### config.mk
export PLATFORM = sky130hd
export DESIGN_NAME = hbld_ram
export DESIGN_NICKNAME = d
export VERILOG_FILES = /design/src/sv/hbld_ram.sv
export SDC_FILE = /design/constraint.sdc
export NUM_CORES = 1
export LEC_CHECK = 0
export BUFFER_PORTS_ARGS = -buffer_cell sky130_fd_sc_hd__buf_2
export CAP_MARGIN = 20
export CORE_UTILIZATION = 30
export DETAILED_ROUTE_END_ITERATION = 10
export HOLD_SLACK_MARGIN = 0.02
export SLEW_MARGIN = 0
export SYNTH_ARGS = -nofsm -noshare
export SYNTH_HDL_FRONTEND = slang
export SYNTH_SLANG_ARGS = --single-unit
### constraint.sdc
create_clock -name clock -period 2.9 [get_ports clock]
set_input_delay 0.145 -clock clock [delete_from_list [all_inputs] [get_ports clock]]
set_output_delay 0.145 -clock clock [all_outputs]
set_load 0.1 [all_outputs]
### src/sv/hbld_ram.sv
// ----------------------------------------------------------------------------
// hbld_ram
// Simple dual-port RAM with one write port and one registered read port.
// ----------------------------------------------------------------------------
module hbld_ram #(
   parameter int WIDTH = 8,
   parameter int DEPTH = 16
) (
   input  logic                     clock,
   input  logic                     wr_en,
   input  logic [$clog2(DEPTH)-1:0] wr_addr,
   input  logic [WIDTH-1:0]         wr_data,
   input  logic [$clog2(DEPTH)-1:0] rd_addr,
   output logic [WIDTH-1:0]         rd_data
);

   logic [WIDTH-1:0] mem_ff [DEPTH];
   logic [WIDTH-1:0] rd_data_ff;

   always_ff @(posedge clock) begin
      if (wr_en) begin
         mem_ff[wr_addr] <= wr_data;
      end
      rd_data_ff <= mem_ff[rd_addr];
   end

   assign rd_data = rd_data_ff;

endmodule

# ---- Yosys cells after proc, flatten, opt, wreduce, memory -nomap -nowiden
# Memories as Yosys holds them, arrays and structs flattened. A register that Yosys moved wholly into a read port is not among the register bits.
# Index checks and enable logic that the tools add are counted.
dict set report totals {
  regBits 0
  mem_bits_rw 128
  inputBits 18
  output_inout_bits 8
  elab_cells 3
  mem_count 1
}
# memory words width read_ports rd_ports_with_merged_regs wr line_no
set mem_list {}
lappend mem_list {mem_ff 16 8 1 1 1 17} ;# logic [WIDTH-1:0] mem_ff [DEPTH];
dict set report op_classes {
  n_mux 2
}
# cell count
set ops {}
lappend ops {{$mux 1} 2}

# ---- Depth between registers and ports, before layout
# Gate-level depths: netlist of the first run.
dict set report depth {
  word_depth 2
  ltp_mapped 5
  ltp_nobuf 3
}

# ---- Worst setup path before layout of the first run
# Ideal clock, no wire load.
dict set report synth_path {
  path_kind {input to register}
  startpoint {in wr_addr[2]}
  endpoint {mem mem_ff[0][0], enable pin}
  setup_ns 0.383
  arrival_time_ns 1.255
  t_required_ns 2.517
  path_slack_ns 1.262
  path_stages 2
  n_path_buf 0
  path_cell_list {or3b_2 > nor3_1}
}
# element line_no
set synth_rtl {}
lappend synth_rtl {{from (decl)} 11} ;# input logic [$clog2(DEPTH)-1:0] wr_addr,
lappend synth_rtl {{to (decl)} 17}
# Straight into the memory's write port.

==> impl_results.md, run 1 <==
* Total chip power at 4.592 mW
* Routed WL per cell at 19.70 um
* Crit path depth at 3
* TritonCTS Buffers at 17
* CP Capture Type: flip-flop
* Tcrit/Tclk final at 50.51%
* Mapped Area at 0.005147 mm^2
* Initial antenna violation count at 0
* Die ar. at 0.01769 mm^2
* Routability cong. at 0.7162
* Worst Hold Path Cells at 1
* RR Endpoint: rd_data[5]$_DFF_P_
* Register area share after synthesis at 77.78%
* Cell Pwr Density at 752.8 mW/mm^2
* Setup Skew at 0.01131 ns
* Crit path largest cell delay at 0.50 ns
* Pint at 3.619 mW
* CP Launch Point: mem_ff[2][5]$_DFFE_PP_
* Total GRT Usage at 12.12%
* R2r setup slk at 1.44 ns
* Setup TNS Final at 0 ns
* Crit path capture: rd_data[5]$_DFF_P_
* Netlist cell types at 19
* Worst skew pair latency at 0.41 ns
* Sequential Power Share at 48.1%
* Inserted Diodes at 0
* Global-route wire length before repair at 14930 um
* Worst-margin pin slew at 0.9067 ns
* Starting density of the core at 30.93%
* Cts hold-fix bufs at 0
* Top Ports at 26
* VDD IR max at 0.4563 mV
* Crit-path cells: mux4_1, a22oi_1, nand2_1
* Switching pwr at 0.9725 mW
* CTS tree: done
* Hold Vio Cnt, Final at 0
* Max cap viols at 0
* Port bufs at 25
* Number of global-route vias before repair at 2465
* Yosys warning total at 0
* Synth Register Bits at 136
* Rel. slew slack at 39.33%
* Required @ worst endpoint at 3.17 ns
* DRT iter0 DRCs at 186
* DR pass1 iterations at 4
* Clock Tree Buf Depth at 2
* Tmin final at 1.465 ns
* Share of cells above drive strength 1 at 27.21%
* Root buffer cell: clkbuf_16
* WS Path Type: reg2reg
* Post-Syn Instances at 229
* Critical path launch point type: flip-flop
* Die Span X at 133.0 um
* Row count at 47
* Unrepaired setup endpoints after global routing: no
* Most frequent cells in the layout: edfxtp_1 (128), buf_2 (25), mux4_2 (18)
* NumNets Final at 288
* Max Fclk at 682.8 MHz
* RR Startpoint: mem_ff[2][5]$_DFFE_PP_
* Critical path fanouts, max at 1
* Hpwl dp at 6218 um
* Area Overhead vs Synth at 18.50%
* Die H at 133.0 um
* Total vias in the final route at 2360
* Switching part of the total power at 21.18%
* Max-slew violations at 0
* Commonest non-fill, non-tap cell in the layout: edfxtp_1
* Slowest cell on the critical path: mux4_1
* CP top delay family: multiplexers
* Synthesized net count at 247
* Final setup viols at 0
* Grt total ovfl at 0
* Reg2reg path depth at 3
* Status: finished, final reports clean
* PostCTS Resize Cnt at 0
* Static leakage at 2.011 nW
* Setup bufs post-CTS at 0
* Buf+Inv Stages, Crit Path at 0
* Pin count of the biggest net entering global routing at 33
* Combinational share of power at 6.4%
* Class of the worst hold path: in2reg
* Post-DRT Antenna Nets at 0
* CORE AREA at 0.01664 mm^2
* H-tree levels at 4
* Clock Sinks at 136
* Post-DR vias/cell at 4.692
* Clock power frac at 45.5%
* Arr. time, crit path at 1.74 ns
* Post-Syn Area per Cell at 22.48 um^2
* Routed WL at 9909 um
* Reg clk slew, reported paths at 0.05 ns
* DRC viols at 0
-- cell type report --
type,count,area [um^2]
multi-input cells,83,1057
clock inverters,11,132.6
fillers,1523,10540
clock buffers,21,440.4
flip-flops and latches,136,4004
repair buffers,32,190.2
well taps,220,275.3
-- power groups by stage --
| stage | Sequential (mW) | Clock, mW | Combinational, mW |
|---|---|---|---|
| after CTS | 2.21 | 2.12 | 0.297 |
| after detailed placement | 2.25 | 0 | 0.296 |
| after global routing | 2.21 | 2.19 | 0.311 |
| after floorplan | 2.34 | 0 | 0.112 |
| final | 2.21 | 2.09 | 0.293 |
| after global placement | 2.25 | 0 | 0.292 |
-- synth_stat cells --
library cell       n  area share, %
a22oi_1           16            2.3
and2_1             1           0.12
and2b_1            1           0.15
buf_2              3           0.29
buf_4              1           0.15
buf_6              3           0.66
clkdlybuf4s25_2    3           0.58
dfxtp_1            8            3.1
edfxtp_1         128             75
mux4_1            14            7.1
mux4_2            18            7.9
nand2_1            9           0.66
nand2b_1           2           0.24
nand3_1            1          0.097
nand3b_1           2           0.29
nor2_1            13           0.95
nor2b_1            1           0.12
nor3_1             4           0.39
or3b_2             1           0.17
-- flip-flops by register name, indices dropped and copies added (netlist names) --
signal   count
mem_ff     128
rd_data      8
-- worst min-delay path by stage --
stage                                   endpoint  slack, ns        from
after detailed placement  mem_ff[5][4]$_DFFE_PP_       0.55  wr_data[4]
after floorplan           mem_ff[0][0]$_DFFE_PP_       0.24  wr_data[0]
after global placement    mem_ff[5][4]$_DFFE_PP_       0.53  wr_data[4]
final                     mem_ff[5][4]$_DFFE_PP_       0.12  wr_data[4]
after global routing      mem_ff[9][4]$_DFFE_PP_       0.12  wr_data[4]
after CTS                 mem_ff[9][4]$_DFFE_PP_       0.11  wr_data[4]
-- layer usage --
metal / share of wire [%] / track usage, % / vias to the layer above / routed length, um
met5: 0 / 0 / - / 0
met4: 0.33 / 4.215 / 0 / 33
met2: 46 / 16.87 / 82 / 4531
li1: - / - / 1057 / -
met3: 8.9 / 3.831 / 2 / 880
met1: 45 / 17.71 / 1219 / 4464
-- kinds of logic (layout without fill, tap and decap cells) --
kind of cell | count (synthesis) | count (layout) | share of synthesized area [%]
muxes | 32 | 32 | 15.02
DFF | 136 | 136 | 77.78
and+or+nand+nor | 35 | 35 | 3.184
AOI/OAI and AO/OA | 16 | 16 | 2.334
buffers and inverters | 10 | 64 | 1.677
-- per-stage QoR --
| stage | cell area, um^2 | hold WS [ns] | utilization, % | instances | setup WS [ns] |
|---|---|---|---|---|---|
| after global placement | 5527 | 0.5348 | 33.21 | 471 | 1.108 |
| after global routing | 6100 | 0.1211 | 36.65 | 503 | 1.389 |
| after CTS | 6100 | 0.1122 | 36.65 | 503 | 1.462 |
| final | 6100 | 0.1205 | 36.65 | 503 | 1.435 |
| after floorplan | 5147 | 0.2439 | - | 229 | 1.262 |
| after detailed placement | 5527 | 0.5513 | 33.21 | 471 | 1.095 |
Power figures use the tool's default switching activity.
==> run 2: changes to the inputs <==
==> constraint.sdc (replaced) <==
create_clock -name clock -period 1.2 [get_ports clock]
set_input_delay 0.06 -clock clock [delete_from_list [all_inputs] [get_ports clock]]
set_output_delay 0.06 -clock clock [all_outputs]
set_load 0.1 [all_outputs]
==> run 2 against run 1 <==
Non-clock buffer count is 17 higher; the flow now finishes with violations (negative setup slack); first-iteration DRC count grew 67%; sequential power rose by 140%; critical path type unchanged.
==> impl_results.md, run 2 (same netlist as run 1, synthesis figures left out) <==
* Highest metal used: met4
* Footprint of the multi-input gates at 0.001080 mm^2 (+2.1%)
* CORE AREA at 0.01664 mm^2 (unchanged)
* CP Capture Type: flip-flop
* Largest reg by FF count: mem_ff
* H-tree levels at 4 (unchanged)
* Routed WL at 9864 um (-0.45%)
* DR pass1 iterations at 4 (unchanged)
* Global-route wire length before repair at 15610 um (+4.5%)
* Slowest cell on the critical path: mux4_2
* Hold Vio Cnt, Final at 0 (unchanged)
* Top Ports at 26 (unchanged)
* Final core utilization at 38.20% (+1.5 points)
* Final setup viols at 8 (+8)
* Reg clk slew, reported paths at 0.06 ns (about the same)
* CTS tree: done
* Routed length on met2 at 4776 um (+5.4%)
* Met1 WL at 4615 um (+3.4%)
* Die Span X at 133.0 um (unchanged)
* Final instance area at 0.006357 mm^2 (+4.2%)
* Sequential cell area at 0.004004 mm^2 (unchanged)
* Critical path launch point type: flip-flop
* Reg2reg path depth at 3 (unchanged)
* Hpwl dp at 6484 um (+4.3%)
* Area Overhead vs Synth at 23.51%
* Most frequent cells in the layout: edfxtp_1 (128), mux4_2 (32), buf_4 (26)
* Worst skew pair latency at 0.40 ns (about the same)
* Crit-path cells: mux4_2, a22oi_2, nand2_1
* VDD IR max at 0.9418 mV (+110%)
* Max cap viols at 0 (unchanged)
* Tmin final at 1.296 ns (-0.1682 ns)
* Post-DR vias/cell at 4.612 (-1.7%)
* Starting density of the core at 30.93% (unchanged)
* Status: finished, violations left
* WS Path Type: reg2reg
* Routed WL per cell at 18.97 um (-3.7%)
* Fillers at 1500 (-1.5%)
* Pin count of the biggest net entering global routing at 23 (-30%)
* Final setup margin at -0.09650 ns (-1.532 ns)
* Cts hold-fix bufs at 0 (unchanged)
* Required @ worst endpoint at 1.48 ns (-1.69 ns)
* Max reg flops at 128 (unchanged)
* Met3 wire len at 315 um (-64%)
* Crit path largest cell delay at 0.48 ns (-0.02 ns)
* Clock Sinks at 136 (unchanged)
* Setup TNS Final at -0.3318 ns (-0.3318 ns)
* Arr. time, crit path at 1.57 ns (-0.17 ns)
* Commonest non-fill, non-tap cell in the layout: edfxtp_1
* Critical path fanouts, max at 1 (unchanged)
* Fin cells at 520 (+3.4%)
* Unrepaired setup endpoints after global routing: yes
* Port bufs at 25 (unchanged)
* Tcrit/Tclk final at 108.0% (+58 points)
* Area after DPL at 0.005722 mm^2 (+3.5%)
* Cell Pwr Density at 1796 mW/mm^2 (+140%)
* Max-slew violations at 0 (unchanged)
* DRC viols at 0 (unchanged)
* Class of the worst hold path: in2reg
* NumNets Final at 305 (+5.9%)
* Die H at 133.0 um (unchanged)
* Worst Hold Path Cells at 1 (unchanged)
* Pre-CTS WS at -0.3014 ns (-1.396 ns)
* Initial antenna violation count at 0 (unchanged)
* Routability cong. at 0.7407 (+3.4%)
* Max Fclk at 771.3 MHz (+13%)
* Root buffer cell: clkbuf_16
* Number of global-route vias before repair at 2705 (+9.7%)
* Share of cells above drive strength 1 at 42.67% (+15 points)
* Total vias in the final route at 2398 (+1.6%)
* Grt total ovfl at 0 (unchanged)
* Total GRT Usage at 12.24% (+0.13 points)
* Placed cells at 488 (+3.6%)
* Static leakage at 2.080 nW (+3.4%)
* DRT iter0 DRCs at 310 (+67%)
* Inserted Diodes at 0 (unchanged)
* TritonCTS Buffers at 17 (unchanged)
* Die ar. at 0.01769 mm^2 (unchanged)
* Failing checks: negative setup slack
* Post-DRT Antenna Nets at 0 (unchanged)
* Row count at 47 (unchanged)
* Worst-margin pin slew at 1.008 ns (+0.1012 ns)
* Clock Tree Buf Depth at 2 (unchanged)
* Setup Skew at 0.005171 ns (-0.006140 ns)
* Rel. slew slack at 32.67% (-6.7 points)
==> run 2: cell types whose count changed in the layout (fill, tap and decap cells not counted), moves of 8 or more <==
cell     previous run  this run
a22oi_2             0        12
mux4_1             14         0
mux4_2             18        32
buf_4               6        26
buf_2              25        17
a22oi_1            16         4
==> run 2: critical path: cells and delay by family, from the launching register on <==
kind,cells,cell delay (ns)
AO/OA/AOI/OAI,1,0.21
flip-flops,1,0.38
multiplexers,1,0.48
AND/OR/NAND/NOR,1,0.11
==> run 2: path summary, 6_finish.rpt <==
kind	startpoint	endpoint	slack (ns)
worst max-delay path	mem_ff[2][0]$_DFFE_PP_	rd_data[0]$_DFF_P_	-0.1
worst max register to register	mem_ff[2][0]$_DFFE_PP_	rd_data[0]$_DFF_P_	-0.1
worst min-delay path	wr_data[5]	mem_ff[6][5]$_DFFE_PP_	0.04
worst min register to register	mem_ff[14][2]$_DFFE_PP_	rd_data[2]$_DFF_P_	0.68
==> run 2: through the flow <==
step | total power [mW] | hold slack (ns)
6_report | 11.42 | 0.03947
5_1_grt | 11.73 | 0.04143
4_1_cts | 11.48 | 0.02504
3_5_place_dp | 6.207 | 0.4581
3_3_place_gp | 6.190 | 0.4354
2_1_floorplan | 5.938 | 0.1589
==> run 2: cell type report <==
| type | instances | share of cell area, % |
|---|---|---|
| clock buffer | 19 | 6.967 |
| tap | 220 | 4.330 |
| clock inverter | 13 | 2.637 |
| multi-input combinational | 83 | 16.98 |
| sequential | 136 | 62.98 |
| timing repair buffer | 49 | 6.101 |
==> run 2: repair_timing <==
item | in CTS | in global routing
buffers inserted | 0 | 0
endpoints found under the setup margin | 14 | 9
pin swaps | 6 | 12
endpoints found under the hold margin | 0 | 0
resized for setup | 18 | 15
==> run 2: routing by layer <==
metal | track usage, % | vias to the layer above
li1 | - | 1075
met1 | 15.89 | 1270
met2 | 18.88 | 41
met3 | 3.716 | 12
met4 | 5.492 | 0
met5 | 0 | -
==> run 2: where the power goes <==
| group | total, mW | switching [mW] | internal, mW |
|---|---|---|---|
| logic | 0.809 | 0.530 | 0.279 |
| registers | 5.34 | 0.0322 | 5.31 |
| clock network | 5.27 | 1.92 | 3.34 |
| total | 11.4 | 2.48 | 8.93 |
==> run 3: changes to the inputs <==
--- a/config.mk
+++ b/config.mk
@@ -7,9 +7,13 @@
 export LEC_CHECK = 0
 export BUFFER_PORTS_ARGS = -buffer_cell sky130_fd_sc_hd__buf_2
 export CAP_MARGIN = 20
-export CORE_UTILIZATION = 30
+export CELL_PAD_IN_SITES_DETAIL_PLACEMENT = 1
+export CELL_PAD_IN_SITES_GLOBAL_PLACEMENT = 2
+export CORE_UTILIZATION = 43
 export DETAILED_ROUTE_END_ITERATION = 10
 export HOLD_SLACK_MARGIN = 0.02
+export PLACE_DENSITY_LB_ADDON = 0.1
+export RECOVER_POWER = 100
 export SLEW_MARGIN = 0
 export SYNTH_ARGS = -nofsm -noshare
 export SYNTH_HDL_FRONTEND = slang
==> run 3 against run 2 <==
The run ends with design-rule violations, negative setup slack left; first-iteration DRC count shrank 56%; worst hold slack improved by 0.15 ns; via count grew 3.3%; global-route usage is 7.4 points higher; cell count down 12%; flip-flop and latch count is the same; non-clock buffer count grew 13; combinational power decreased by 0.5%; design area barely moved; critical path depth up 1; sequential share of layout area is essentially flat; clock skew increased by 0.0073 ns; highest routed layer unchanged.
==> impl_results.md, run 3 (same netlist as run 1, synthesis figures left out) <==
* Tmin final at 1.325 ns (+0.02821 ns)
* Required @ worst endpoint at 1.50 ns (+0.02 ns)
* Routed WL at 11140 um (+13%)
* Fin cells at 456 (-12%)
* Die ar. at 0.01241 mm^2 (-30%)
* Setup Skew at 0.01246 ns (+0.007293 ns)
* CORE AREA at 0.01156 mm^2 (-31%)
* Max cap viols at 0 (unchanged)
* Worst-margin pin slew at 0.8598 ns (-0.1481 ns)
* WS Path Type: reg2reg
* Number of global-route vias before repair at 2708 (+0.11%)
* Total vias in the final route at 2477 (+3.3%)
* Critical path launch point type: flip-flop
* Tcrit/Tclk final at 110.4% (+2.4 points)
* Cell Pwr Density at 1907 mW/mm^2 (+6.2%)
* Inserted Diodes at 0 (unchanged)
* Reg clk slew, reported paths at 0.06 ns (about the same)
* Die Span X at 111.4 um (-16%)
* Initial antenna violation count at 0 (unchanged)
* Rel. slew slack at 42.56% (+9.9 points)
* Max reg flops at 128 (unchanged)
* Critical path fanouts, max at 1 (unchanged)
* Fillers at 997 (-34%)
* CP Capture Type: flip-flop
* Commonest non-fill, non-tap cell in the layout: edfxtp_1
* Area after DPL at 0.005670 mm^2 (-0.90%)
* Placed cells at 419 (-14%)
* Die H at 111.4 um (-16%)
* DRT iter0 DRCs at 136 (-56%)
* Unrepaired setup endpoints after global routing: yes
* Status: finished, violations left
* Share of cells above drive strength 1 at 32.91% (-9.8 points)
* DR pass1 iterations at 7 (+3)
* Max-slew violations at 0 (unchanged)
* Area Overhead vs Synth at 23.60% (about the same)
* Clock Tree Buf Depth at 2 (unchanged)
* VDD IR max at 1.055 mV (+12%)
* Buf+Inv Stages, Crit Path at 1 (+1)
* Arr. time, crit path at 1.62 ns (+0.05 ns)
* Hpwl dp at 7143 um (+10%)
* Post-DR vias/cell at 5.432 (+18%)
* Largest reg by FF count: mem_ff
* Final setup viols at 8 (unchanged)
* Post-DRT Antenna Nets at 0 (unchanged)
* Port bufs at 25 (unchanged)
* Pin count of the biggest net entering global routing at 19 (-17%)
* Root buffer cell: clkbuf_16
* TritonCTS Buffers at 17 (unchanged)
* Total chip power at 12.13 mW (+6.2%)
* Top Ports at 26 (unchanged)
* Slowest cell on the critical path: mux4_2
* Max Fclk at 754.9 MHz (-2.1%)
* Routability cong. at 0.6847 (-7.6%)
* Final core utilization at 55.01% (+17 points)
* Setup bufs post-CTS at 0 (unchanged)
* Pre-CTS WS at -0.3313 ns (-0.02985 ns)
* Routed WL per cell at 24.42 um (+29%)
* Crit-path cells: mux4_2, a22oi_2, buf_4, nand2_2
* Final setup margin at -0.1247 ns (-0.02821 ns)
* Grt total ovfl at 0 (unchanged)
* Clock Sinks at 136 (unchanged)
* H-tree levels at 4 (unchanged)
* Row count at 39 (-17%)
* Starting density of the core at 44.51% (+14 points)
* CTS tree: done
* Class of the worst hold path: in2reg
* Crit path largest cell delay at 0.48 ns (about the same)
* Static leakage at 2.161 nW (+3.9%)
* Hold Vio Cnt, Final at 0 (unchanged)
* DRC viols at 4 (+4)
* Total GRT Usage at 19.61% (+7.4 points)
* Most frequent cells in the layout: edfxtp_1 (128), mux4_2 (23), clkbuf_16 (17)
* Failing checks: design-rule violations, negative setup slack
* R2r setup slk at -0.12 ns (-0.03 ns)
* Global-route wire length before repair at 16690 um (+6.9%)
* Worst skew pair latency at 0.41 ns (about the same)
* CP top delay family: multiplexers
* Final instance area at 0.006362 mm^2 (about the same)
* NumNets Final at 318 (+4.3%)
-- run 3: changes by cell type in the layout (fill, tap and decap cells not counted), sizes merged --
cell	previous run	this run
clkbuf	20	50
buf	48	25
clkinv	1	6
dlygate4sd3	0	5
bufinv	3	7
clkinvlp	5	1
inv	4	0
-- run 3: per-layer routing --
metal	track usage [%]	routed length [um]	part of all wire, %
met1	26.35	5082	46
met2	30.29	5466	49
met3	5.988	498	4.5
met4	7.568	88	0.79
met5	0	0	0
-- run 3: final timing paths --
path                           from                endpoint  cells after the start
min reg2reg  mem_ff[7][6]$_DFFE_PP_      rd_data[6]$_DFF_P_                      3
max          mem_ff[2][4]$_DFFE_PP_      rd_data[4]$_DFF_P_                      4
max reg2reg  mem_ff[2][4]$_DFFE_PP_      rd_data[4]$_DFF_P_                      4
min                      wr_data[6]  mem_ff[0][6]$_DFFE_PP_                      1
-- run 3: where the power goes --
part | total (mW) | internal [mW] | switching, mW
clock network | 5.97 | 4.09 | 1.89
logic | 0.805 | 0.277 | 0.528
registers | 5.35 | 5.31 | 0.0381
total | 12.1 | 9.68 | 2.45
-- run 3: worst reg2reg max path: stages (launching register included) --
cell and delay [ns]:
edfxtp_1 0.36, mux4_2 0.48, a22oi_2 0.17, buf_4 0.15, nand2_2 0.05
-- run 3: stage by stage --
| stage | TNS, ns | hold WS [ns] |
|---|---|---|
| floorplan | -3.903 | 0.1589 |
| global placement | -6.487 | 0.4462 |
| detailed placement | -7.728 | 0.4556 |
| CTS | -0.6556 | 0.02012 |
| global route | -1.105 | 0.2129 |
| finish | -0.5536 | 0.1894 |
-- run 3: final cells by class --
| cell class | instances | area [um^2] | area share [%] |
|---|---|---|---|
| Sequential cell | 136 | 4004 | 62.93 |
| Clock inverter | 14 | 252.7 | 3.972 |
| Timing Repair Buffer | 62 | 431.7 | 6.785 |
| Tap cell | 143 | 178.9 | 2.812 |
| Clock buffer | 18 | 429.2 | 6.745 |
| Multi-Input combinational cell | 83 | 1066 | 16.76 |
-- run 3: repair_timing --
item | 4_1_cts | 5_1_grt
setup endpoints to repair | 16 | 10
pin swaps | 7 | 0
endpoints found under the hold margin | 49 | 0
resized for setup | 19 | 2
hold buffers | 5 | 0
